==> src/rtl/btlv_pkg.sv <==
// Shared types and constants for the BER TLV element parser.
// Used by every module under rtl/; depends on nothing.
package btlv_pkg;

  localparam int MAX_TAG_BYTES_DEF    = 3;
  localparam int MAX_LENGTH_BYTES_DEF = 3;
  localparam int COUNT_BITS_DEF       = 16;

  localparam int QUEUE_DEPTH = 2;

  localparam int TAG_W       = 24;
  localparam int LEN_OUT_W   = 16;
  localparam int OUT_TDATA_W = 56;

  localparam logic [7:0] LONG_TAG_MASK = 8'h1F;
  localparam logic [7:0] INDEF_LEN     = 8'h80;
  localparam logic [LEN_OUT_W-1:0] LEN_OUT_MAX = 16'hFFFF;

  localparam logic [2:0] ROLE_TAG     = 3'd0;
  localparam logic [2:0] ROLE_LEN     = 3'd1;
  localparam logic [2:0] ROLE_CONTENT = 3'd2;
  localparam logic [2:0] ROLE_EOC     = 3'd3;
  localparam logic [2:0] ROLE_DROP    = 3'd4;

  localparam logic [1:0] ST_OK       = 2'd0;
  localparam logic [1:0] ST_TRUNC    = 2'd1;
  localparam logic [1:0] ST_TAG_LONG = 2'd2;
  localparam logic [1:0] ST_LEN_LONG = 2'd3;

  typedef enum logic [2:0] {
    PH_TAG   = 3'd0,
    PH_TAGX  = 3'd1,
    PH_LEN   = 3'd2,
    PH_LENX  = 3'd3,
    PH_BODY  = 3'd4,
    PH_INDEF = 3'd5,
    PH_DROP  = 3'd6
  } phase_t;

  // classified input word
  typedef struct packed {
    logic [7:0] data;
    logic       start;
    logic       bend;
    logic       long_tag;
    logic       hi_bit;
    logic       is_zero;
    logic       is_indef;
    logic       len_too_long;
    logic [6:0] len_n;
  } cls_t;

endpackage

==> src/rtl/btlv_front.sv <==
// Front end: classifies each incoming byte for the parser back end.
// Uses btlv_pkg (cls_t, constants).
module btlv_front #(
  parameter int MAX_LENGTH_BYTES = btlv_pkg::MAX_LENGTH_BYTES_DEF
) (
  input  logic [7:0]    byte_i,
  input  logic          start_i,
  input  logic          bend_i,
  output btlv_pkg::cls_t word_o
);

  always_comb begin
    word_o.data         = byte_i;
    word_o.start        = start_i;
    word_o.bend         = bend_i;
    word_o.long_tag     = (byte_i & btlv_pkg::LONG_TAG_MASK) == btlv_pkg::LONG_TAG_MASK;
    word_o.hi_bit       = byte_i[7];
    word_o.is_zero      = byte_i == 8'h00;
    word_o.is_indef     = byte_i == btlv_pkg::INDEF_LEN;
    word_o.len_n        = byte_i[6:0];
    word_o.len_too_long = byte_i[6:0] >= 7'(MAX_LENGTH_BYTES);
  end

endmodule

==> src/rtl/btlv_fifo.sv <==
// Short queue of classified words between front end and parser.
// Uses btlv_pkg (cls_t, QUEUE_DEPTH).
module btlv_fifo (
  input  logic           clk,
  input  logic           rst_n,
  input  logic           push_i,
  input  btlv_pkg::cls_t wdata_i,
  input  logic           pop_i,
  output btlv_pkg::cls_t rdata_o,
  output logic           full_o,
  output logic           valid_o
);

  localparam int PTR_W = (btlv_pkg::QUEUE_DEPTH > 1) ? $clog2(btlv_pkg::QUEUE_DEPTH) : 1;
  localparam int CNT_W = $clog2(btlv_pkg::QUEUE_DEPTH + 1);

  btlv_pkg::cls_t    mem_r [btlv_pkg::QUEUE_DEPTH];
  logic [PTR_W-1:0]  wr_ptr_r, wr_ptr_nxt;
  logic [PTR_W-1:0]  rd_ptr_r, rd_ptr_nxt;
  logic [CNT_W-1:0]  count_r, count_nxt;

  function automatic logic [PTR_W-1:0] ptr_inc(input logic [PTR_W-1:0] p);
    if (p == PTR_W'(btlv_pkg::QUEUE_DEPTH - 1)) begin
      return '0;
    end
    return p + PTR_W'(1);
  endfunction

  always_comb begin
    wr_ptr_nxt = push_i ? ptr_inc(wr_ptr_r) : wr_ptr_r;
    rd_ptr_nxt = pop_i  ? ptr_inc(rd_ptr_r) : rd_ptr_r;
    count_nxt  = count_r + CNT_W'(push_i) - CNT_W'(pop_i);
  end

  always_ff @(posedge clk) begin
    if (!rst_n) begin
      wr_ptr_r <= '0;
      rd_ptr_r <= '0;
      count_r  <= '0;
    end else begin
      wr_ptr_r <= wr_ptr_nxt;
      rd_ptr_r <= rd_ptr_nxt;
      count_r  <= count_nxt;
    end
  end

  always_ff @(posedge clk) begin
    if (push_i) begin
      mem_r[wr_ptr_r] <= wdata_i;
    end
  end

  assign rdata_o = mem_r[rd_ptr_r];
  assign full_o  = count_r == CNT_W'(btlv_pkg::QUEUE_DEPTH);
  assign valid_o = count_r != '0;

endmodule

==> src/rtl/btlv_back.sv <==
// Back end: TLV parse state machine and registered result stage.
// Uses btlv_pkg (phase_t, cls_t, role and status codes).
module btlv_back #(
  parameter int MAX_TAG_BYTES    = btlv_pkg::MAX_TAG_BYTES_DEF,
  parameter int MAX_LENGTH_BYTES = btlv_pkg::MAX_LENGTH_BYTES_DEF,
  parameter int COUNT_BITS       = btlv_pkg::COUNT_BITS_DEF
) (
  input  logic                                clk,
  input  logic                                rst_n,
  input  btlv_pkg::cls_t                      word_i,
  input  logic                                word_valid_i,
  output logic                                pop_o,
  output logic                                out_tvalid,
  input  logic                                out_tready,
  output logic [btlv_pkg::OUT_TDATA_W-1:0]    out_tdata,
  output logic [2:0]                          out_tuser,
  output logic                                out_tlast
);

  localparam int LEN_W = (MAX_LENGTH_BYTES > 2) ? 8 * (MAX_LENGTH_BYTES - 1) : 8;
  localparam int CNT_W = (COUNT_BITS > LEN_W) ? COUNT_BITS : LEN_W;
  localparam int LB_W  = (MAX_LENGTH_BYTES > 1) ? $clog2(MAX_LENGTH_BYTES) : 1;
  localparam int TB_W  = $clog2(MAX_TAG_BYTES + 1);
  localparam logic [CNT_W:0] CNT_MAX =
    {{(CNT_W + 1 - COUNT_BITS){1'b0}}, {COUNT_BITS{1'b1}}};
  localparam int PAD_W = btlv_pkg::OUT_TDATA_W - (8 + btlv_pkg::TAG_W
                                                  + btlv_pkg::LEN_OUT_W + 1 + 2);

  btlv_pkg::phase_t phase_r, phase_nxt, cur;

  logic [btlv_pkg::TAG_W-1:0] tag_r, tag_nxt;
  logic [TB_W-1:0]            tb_r, tb_nxt;
  logic [LB_W-1:0]            lb_r, lb_nxt, lb_dec;
  logic [LEN_W-1:0]           la_r, la_nxt;
  logic [CNT_W-1:0]           cc_r, cc_nxt;
  logic [CNT_W:0]             cc_sum;
  logic                       ind_r, ind_nxt;
  logic                       pz_r, pz_nxt;

  logic [2:0]                     role;
  logic                           done;
  logic [1:0]                     err;
  logic [1:0]                     status;
  logic                           trunc;
  logic [CNT_W-1:0]               len_val;
  logic [btlv_pkg::LEN_OUT_W-1:0] len_sat;

  logic [7:0]                     byte_r;
  logic [2:0]                     role_r;
  logic [btlv_pkg::TAG_W-1:0]     tag_out_r;
  logic [btlv_pkg::LEN_OUT_W-1:0] len_out_r;
  logic                           ind_out_r;
  logic                           done_r;
  logic [1:0]                     status_r;
  logic                           out_valid_r, out_valid_nxt;

  assign pop_o = word_valid_i && (!out_valid_r || out_tready);
  assign cur   = word_i.start ? btlv_pkg::PH_TAG : phase_r;

  // per-byte decode and datapath updates
  always_comb begin
    role    = btlv_pkg::ROLE_DROP;
    done    = 1'b0;
    err     = btlv_pkg::ST_OK;
    tag_nxt = tag_r;
    tb_nxt  = tb_r;
    lb_nxt  = lb_r;
    lb_dec  = (lb_r != '0) ? lb_r - LB_W'(1) : lb_r;
    la_nxt  = la_r;
    cc_nxt  = cc_r;
    ind_nxt = ind_r;
    pz_nxt  = pz_r;
    cc_sum  = {1'b0, cc_r} + (pz_r ? (CNT_W+1)'(2) : (CNT_W+1)'(1));
    unique case (cur)
      btlv_pkg::PH_TAG: begin
        role    = btlv_pkg::ROLE_TAG;
        tag_nxt = btlv_pkg::TAG_W'(word_i.data);
        tb_nxt  = TB_W'(1);
        lb_nxt  = '0;
        la_nxt  = '0;
        cc_nxt  = '0;
        ind_nxt = 1'b0;
        pz_nxt  = 1'b0;
        if (word_i.long_tag && MAX_TAG_BYTES <= 1) begin
          err = btlv_pkg::ST_TAG_LONG;
        end
      end
      btlv_pkg::PH_TAGX: begin
        role    = btlv_pkg::ROLE_TAG;
        tag_nxt = {tag_r[btlv_pkg::TAG_W-9:0], word_i.data};
        tb_nxt  = tb_r + TB_W'(1);
        if (word_i.hi_bit && tb_nxt >= TB_W'(MAX_TAG_BYTES)) begin
          err = btlv_pkg::ST_TAG_LONG;
        end
      end
      btlv_pkg::PH_LEN: begin
        role   = btlv_pkg::ROLE_LEN;
        cc_nxt = '0;
        if (word_i.is_indef) begin
          ind_nxt = 1'b1;
          pz_nxt  = 1'b0;
        end else if (word_i.hi_bit) begin
          if (word_i.len_too_long) begin
            err = btlv_pkg::ST_LEN_LONG;
          end else begin
            lb_nxt = word_i.len_n[LB_W-1:0];
            la_nxt = '0;
          end
        end else begin
          la_nxt = LEN_W'(word_i.data);
          done   = word_i.is_zero;
        end
      end
      btlv_pkg::PH_LENX: begin
        role   = btlv_pkg::ROLE_LEN;
        la_nxt = LEN_W'({la_r, word_i.data});
        lb_nxt = lb_dec;
        if (lb_dec == '0) begin
          done = la_nxt == '0;
        end
      end
      btlv_pkg::PH_BODY: begin
        role   = btlv_pkg::ROLE_CONTENT;
        cc_nxt = cc_r + CNT_W'(1);
        done   = cc_nxt >= CNT_W'(la_r);
      end
      btlv_pkg::PH_INDEF: begin
        if (word_i.is_zero) begin
          role = btlv_pkg::ROLE_EOC;
          if (pz_r) begin
            done = 1'b1;
          end else begin
            pz_nxt = 1'b1;
          end
        end else begin
          role   = btlv_pkg::ROLE_CONTENT;
          cc_nxt = (cc_sum > CNT_MAX) ? CNT_MAX[CNT_W-1:0] : cc_sum[CNT_W-1:0];
          pz_nxt = 1'b0;
        end
      end
      btlv_pkg::PH_DROP: begin
        role = btlv_pkg::ROLE_DROP;
      end
      default: begin
        role = btlv_pkg::ROLE_DROP;
      end
    endcase

    trunc   = (err == btlv_pkg::ST_OK) && !done && word_i.bend
              && (role != btlv_pkg::ROLE_DROP);
    status  = trunc ? btlv_pkg::ST_TRUNC : err;
    len_val = ind_nxt ? cc_nxt : CNT_W'(la_nxt);
    len_sat = (len_val > CNT_W'(btlv_pkg::LEN_OUT_MAX)) ? btlv_pkg::LEN_OUT_MAX
                                                          : btlv_pkg::LEN_OUT_W'(len_val);
  end

  // next state
  always_comb begin
    phase_nxt = cur;
    unique case (cur)
      btlv_pkg::PH_TAG: begin
        phase_nxt = word_i.long_tag ? btlv_pkg::PH_TAGX : btlv_pkg::PH_LEN;
      end
      btlv_pkg::PH_TAGX: begin
        phase_nxt = word_i.hi_bit ? btlv_pkg::PH_TAGX : btlv_pkg::PH_LEN;
      end
      btlv_pkg::PH_LEN: begin
        if (word_i.is_indef) begin
          phase_nxt = btlv_pkg::PH_INDEF;
        end else if (word_i.hi_bit) begin
          phase_nxt = btlv_pkg::PH_LENX;
        end else begin
          phase_nxt = btlv_pkg::PH_BODY;
        end
      end
      btlv_pkg::PH_LENX: begin
        phase_nxt = (lb_dec == '0) ? btlv_pkg::PH_BODY : btlv_pkg::PH_LENX;
      end
      btlv_pkg::PH_BODY:  phase_nxt = btlv_pkg::PH_BODY;
      btlv_pkg::PH_INDEF: phase_nxt = btlv_pkg::PH_INDEF;
      btlv_pkg::PH_DROP:  phase_nxt = btlv_pkg::PH_DROP;
      default:            phase_nxt = btlv_pkg::PH_DROP;
    endcase
    if (status != btlv_pkg::ST_OK) begin
      phase_nxt = btlv_pkg::PH_DROP;
    end else if (done) begin
      phase_nxt = btlv_pkg::PH_TAG;
    end
  end

  assign out_valid_nxt = pop_o || (out_valid_r && !out_tready);

  always_ff @(posedge clk) begin
    if (!rst_n) begin
      phase_r     <= btlv_pkg::PH_TAG;
      out_valid_r <= 1'b0;
    end else begin
      out_valid_r <= out_valid_nxt;
      if (pop_o) begin
        phase_r <= phase_nxt;
      end
    end
  end

  always_ff @(posedge clk) begin
    if (pop_o) begin
      tag_r     <= tag_nxt;
      tb_r      <= tb_nxt;
      lb_r      <= lb_nxt;
      la_r      <= la_nxt;
      cc_r      <= cc_nxt;
      ind_r     <= ind_nxt;
      pz_r      <= pz_nxt;
      byte_r    <= word_i.data;
      role_r    <= role;
      done_r    <= done && (err == btlv_pkg::ST_OK);
      status_r  <= status;
      tag_out_r <= (done && err == btlv_pkg::ST_OK) ? tag_nxt : '0;
      len_out_r <= (done && err == btlv_pkg::ST_OK) ? len_sat : '0;
      ind_out_r <= done && (err == btlv_pkg::ST_OK) && ind_nxt;
    end
  end

  assign out_tvalid = out_valid_r;
  assign out_tuser  = role_r;
  assign out_tlast  = done_r;
  assign out_tdata  = {{PAD_W{1'b0}}, status_r, ind_out_r, len_out_r, tag_out_r, byte_r};

endmodule

==> src/rtl/ber_tlv_element_parser_core.sv <==
// Top level of the BER TLV element parser: front end, word queue, back end.
// Uses btlv_pkg, btlv_front, btlv_fifo, btlv_back.
//
// Usage:
//   Input stream: one encoded byte per word. in_tuser marks the byte that
//   starts a new element (abandons any element in progress), in_tlast marks
//   the last byte available in the buffer.
//   Output stream: one word per input byte, in order. out_tuser is the byte
//   role, out_tlast flags the final byte of a complete element, and out_tdata
//   carries the byte plus tag, content length, form and status (tag, length
//   and form are zero except on the final byte).
//   Throughput: one byte per cycle sustained while out_tready is high; the
//   parse state loop in the back end updates once per popped byte.
//   Path: an accepted byte is written into the two-word queue and then into
//   the output register that drives out_tvalid; under stall it waits in the queue.
//   Receiver stall: the output register holds, the queue fills, and in_tready
//   drops when the queue is full.
//   Reset: queue empty, out_tvalid low, parser expecting a tag byte.
//   After an error status, bytes come back with the discarded role until a
//   byte arrives with in_tuser set.
module ber_tlv_element_parser_core #(
  parameter int MAX_TAG_BYTES    = btlv_pkg::MAX_TAG_BYTES_DEF,
  parameter int MAX_LENGTH_BYTES = btlv_pkg::MAX_LENGTH_BYTES_DEF,
  parameter int COUNT_BITS       = btlv_pkg::COUNT_BITS_DEF
) (
  input  logic                             clk,
  input  logic                             rst_n,
  input  logic                             in_tvalid,
  output logic                             in_tready,
  input  logic [7:0]                       in_tdata,   // [7:0] data_byte
  input  logic                             in_tuser,   // [0] start_element
  input  logic                             in_tlast,   // buffer_end
  output logic                             out_tvalid,
  input  logic                             out_tready,
  // [7:0] out_byte, [31:8] tag_value, [47:32] content_length,
  // [48] indefinite_form, [50:49] status, [55:51] zero
  output logic [btlv_pkg::OUT_TDATA_W-1:0] out_tdata,
  output logic [2:0]                       out_tuser,  // [2:0] byte_role
  output logic                             out_tlast   // element_done
);

  btlv_pkg::cls_t cls_word;
  btlv_pkg::cls_t head_word;
  logic           push;
  logic           pop;
  logic           q_full;
  logic           q_valid;

  btlv_front #(
    .MAX_LENGTH_BYTES(MAX_LENGTH_BYTES)
  ) u_front (
    .byte_i (in_tdata),
    .start_i(in_tuser),
    .bend_i (in_tlast),
    .word_o (cls_word)
  );

  assign in_tready = !q_full;
  assign push      = in_tvalid && in_tready;

  btlv_fifo u_fifo (
    .clk    (clk),
    .rst_n  (rst_n),
    .push_i (push),
    .wdata_i(cls_word),
    .pop_i  (pop),
    .rdata_o(head_word),
    .full_o (q_full),
    .valid_o(q_valid)
  );

  btlv_back #(
    .MAX_TAG_BYTES   (MAX_TAG_BYTES),
    .MAX_LENGTH_BYTES(MAX_LENGTH_BYTES),
    .COUNT_BITS      (COUNT_BITS)
  ) u_back (
    .clk         (clk),
    .rst_n       (rst_n),
    .word_i      (head_word),
    .word_valid_i(q_valid),
    .pop_o       (pop),
    .out_tvalid  (out_tvalid),
    .out_tready  (out_tready),
    .out_tdata   (out_tdata),
    .out_tuser   (out_tuser),
    .out_tlast   (out_tlast)
  );

  a_done_ok: assert property (@(posedge clk) disable iff (!rst_n)
    out_tvalid && out_tlast |-> out_tdata[50:49] == btlv_pkg::ST_OK)
    else $error("element done with error status");

  a_drop_quiet: assert property (@(posedge clk) disable iff (!rst_n)
    out_tvalid && out_tuser == btlv_pkg::ROLE_DROP |->
      !out_tlast && out_tdata[50:49] == btlv_pkg::ST_OK)
    else $error("discarded byte carries done or status");

  a_no_overflow: assert property (@(posedge clk) disable iff (!rst_n)
    q_full |-> !in_tready && !push)
    else $error("queue written while full");

  a_pop_only_valid: assert property (@(posedge clk) disable iff (!rst_n)
    pop |-> q_valid && (!out_tvalid || out_tready))
    else $error("queue popped without room or data");

endmodule
==> config.mk <==
export PLATFORM = sky130hd
export DESIGN_NAME = ber_tlv_element_parser_core
export DESIGN_NICKNAME = d
export VERILOG_FILES = /design/src/rtl/btlv_pkg.sv /design/src/rtl/btlv_front.sv /design/src/rtl/btlv_fifo.sv /design/src/rtl/btlv_back.sv /design/src/rtl/ber_tlv_element_parser_core.sv
export SDC_FILE = /design/constraint.sdc
export NUM_CORES = 1
export LEC_CHECK = 0
export ABC_CLOCK_PERIOD_IN_PS = 10370
export BUFFER_PORTS_ARGS = -buffer_cell sky130_fd_sc_hd__buf_4
export CAP_MARGIN = 0
export CORE_MARGIN = 1.5
export CORE_UTILIZATION = 55
export DETAILED_ROUTE_END_ITERATION = 10
export PLACE_DENSITY = 0.86
export SYNTH_ARGS = -nofsm -noshare
export SYNTH_HDL_FRONTEND = slang
export SYNTH_HIERARCHICAL = 1
export SYNTH_SLANG_ARGS = --single-unit
==> constraint.sdc <==
create_clock -name clk -period 10.37 [get_ports clk]
set_input_delay 0.5185 -clock clk [delete_from_list [all_inputs] [get_ports clk]]
set_output_delay 0.5185 -clock clk [all_outputs]
set_load 0.1 [all_outputs]
==> results by group <==
Die
  • IO Pins: 76
  • Initial Util: 0.568
  • Die H: 126 um
  • Cell Rows: 44
  • Die Area: 15900 sq um
  • Die width: 126 um
  • Core area: 14600 sq um

Clock network
  • CTS buffer count: 17
  • H-tree levels: 4
  • Clk sinks: 160
  • Post-CTS Hold Fix Bufs: 0
  • Clk slew on worst S/H paths: 0.08 ns
  • Root buffer cell: clkbuf_16
  • Postcts setup bufs: 0
  • TritonCTS clock tree: done
  • Clk_lat worst skew: 0.44 ns
  • Number of gates resized after cts: 0
  • Bufs on Longest Clock Path: 2

Global routing
  • First-pass GRT wire length: 33400 um
  • Initial antenna violation count: 0
  • Number of global-route vias before repair: 6028
  • Largest net degree at the start of global routing: 94
  • Total gr overflow: 0
  • GRT Overall Usage: 0.276

Detailed routing
  • DR WL/cell: 22.6 um
  • Routed Antenna Nets: 0
  • DRT iter0 DRCs: 875
  • Initial DRT Pass Iterations: 10
  • Post-route DRC violation count: 0
  • Total Wirelength: 21300 um
  • DR vias/cell: 6.57
  • Via count: 6185

Worst setup path
  • Worst Reg-to-Reg Cells: 12
  • Crit-path max FO: 29
  • Crit Path Class: reg2reg
  • CP Capture Type: flip-flop
  • Worst Path Required: 10.56 ns
  • Crit start category: flip-flop
  • Crit path DAT: 4.48 ns

Finish
  • Area delta synth->final: 13.1%
  • Layout cells sized above 1: 0.202
  • NumNets Final: 782
  • # diodes: 0
  • Final Non-Filler Cells: 942
  • Post-layout util: 0.643

Synthesis
  • Synth Warn #: 6
  • Mapped Cells: 706
  • Mapped Area: 8320 sq um
  • Avg Cell Area, Syn: 11.8 sq um

Timing
  • Endpoints failing hold: 0
  • Setup TNS: 0 ns
  • Relative slew margins: 0.236
  • Slew at the pin closest to its max-slew limit: 1.15 ns
  • Maximum clock frequency: 0.233 GHz
  • Max Clock Skew: 0.0131 ns
  • Tcrit/Tclk final: 0.414
  • Unrepaired setup endpoints after global routing: false
  • Final setup fails: 0
  • Pins over their slew limit: 0
  • Crit path time final: 4.29 ns

Place
  • Placed insts: 910
  • Buffers on Ports: 70
  • DP Wirelength: 14000 um
  • Gpl congestion: 0.897

Job
  • Max Cap Viol: 0

Worst hold path
  • Hold/Removal Path Class: in2reg
  • Hold depth: 1

Status
  • Status: finished clean
-- worst paths after layout --
path / start / end / slack [ns]
worst max-delay path: u_back/cc_r[0] / u_back/tag_out_r[10] / 6.08
worst min register to register: u_back/out_tvalid / u_back/out_tvalid / 0.54
worst max register to register: u_back/cc_r[0] / u_back/tag_out_r[10] / 6.08
worst min-delay path: in_tuser / u_fifo/mem_r[0][13] / 0.27
-- stage by stage --
stage	setup slack (ns)	area, sq um	hold slack, ns
after floorplan	6.02	8330	0.522
after global placement	6.34	8800	0.506
after detailed placement	6.15	8800	0.541
after CTS	6.15	9410	0.255
after global routing	5.81	9410	0.256
final	6.08	9410	0.265
-- layout make-up --
class | instances | area (sq um)
Fill cell | 1034 | 5230
Clock inverter | 15 | 189
Sequential cell | 160 | 4710
Inverter | 32 | 123
Multi-Input combinational cell | 456 | 3140
Clock buffer | 17 | 425
Tap cell | 184 | 230
Timing Repair Buffer | 78 | 586
-- layout by cell type (no fill, tap or decap), types with 5 or more instances in the layout --
master	count
inv_1	30
nor4_1	11
clkbuf_16	17
buf_4	78
dfxtp_1	9
a31oi_1	6
conb_1	5
or3_1	6
nand2b_1	11
xor2_1	5
nand2_1	46
ha_1	22
and2_1	32
o211ai_1	5
nor3_1	15
nand3_1	18
nand4_1	11
inv_6	5
nor2b_1	12
a21oi_1	31
o21ai_0	15
nor2_1	49
xnor2_1	9
edfxtp_1	151
a22o_1	33
a311oi_1	6
mux2_2	25
-- routing by layer --
| layer | track usage | up-vias | wire length [um] |
|---|---|---|---|
| met1 | 0.373 | 2965 | 8500 |
| met3 | 0.0552 | 71 | 1850 |
| li1 | - | 2734 | - |
| met2 | 0.433 | 415 | 10100 |
| met4 | 0.129 | 0 | 831 |
| met5 | 0 | - | 0 |
-- worst max-delay path: stages (launching register included) --
cell,delay (ns)
edfxtp_1,0.55
ha_1,0.37
nand3_1,0.29
or4_1,0.63
xnor2_1,0.16
ha_1,0.27
nand2_1,0.11
o21ai_0,0.12
a22oi_2,0.20
o211ai_2,0.15
a31oi_4,0.52
inv_2,0.36
and2_1,0.30
-- flip-flops by register name, indices dropped and copies added (netlist names), 2 cells and up, named ones only --
signal and flops:
u_back/len_out_r 16, u_back/la_r 16, u_fifo/count_r 2, u_back/status_r 2, u_back/tag_r 24, u_back/lb_r 2, u_back/tag_out_r 24, u_back/byte_r 8
u_back/out_tuser 3, u_fifo/mem_r 34, u_back/phase_r 3, u_back/tb_r 2, u_back/cc_r 16
Power is left out: the tool's default activity adds up to more than one toggle a clock period on the data nets, which glitch-free logic cannot reach.
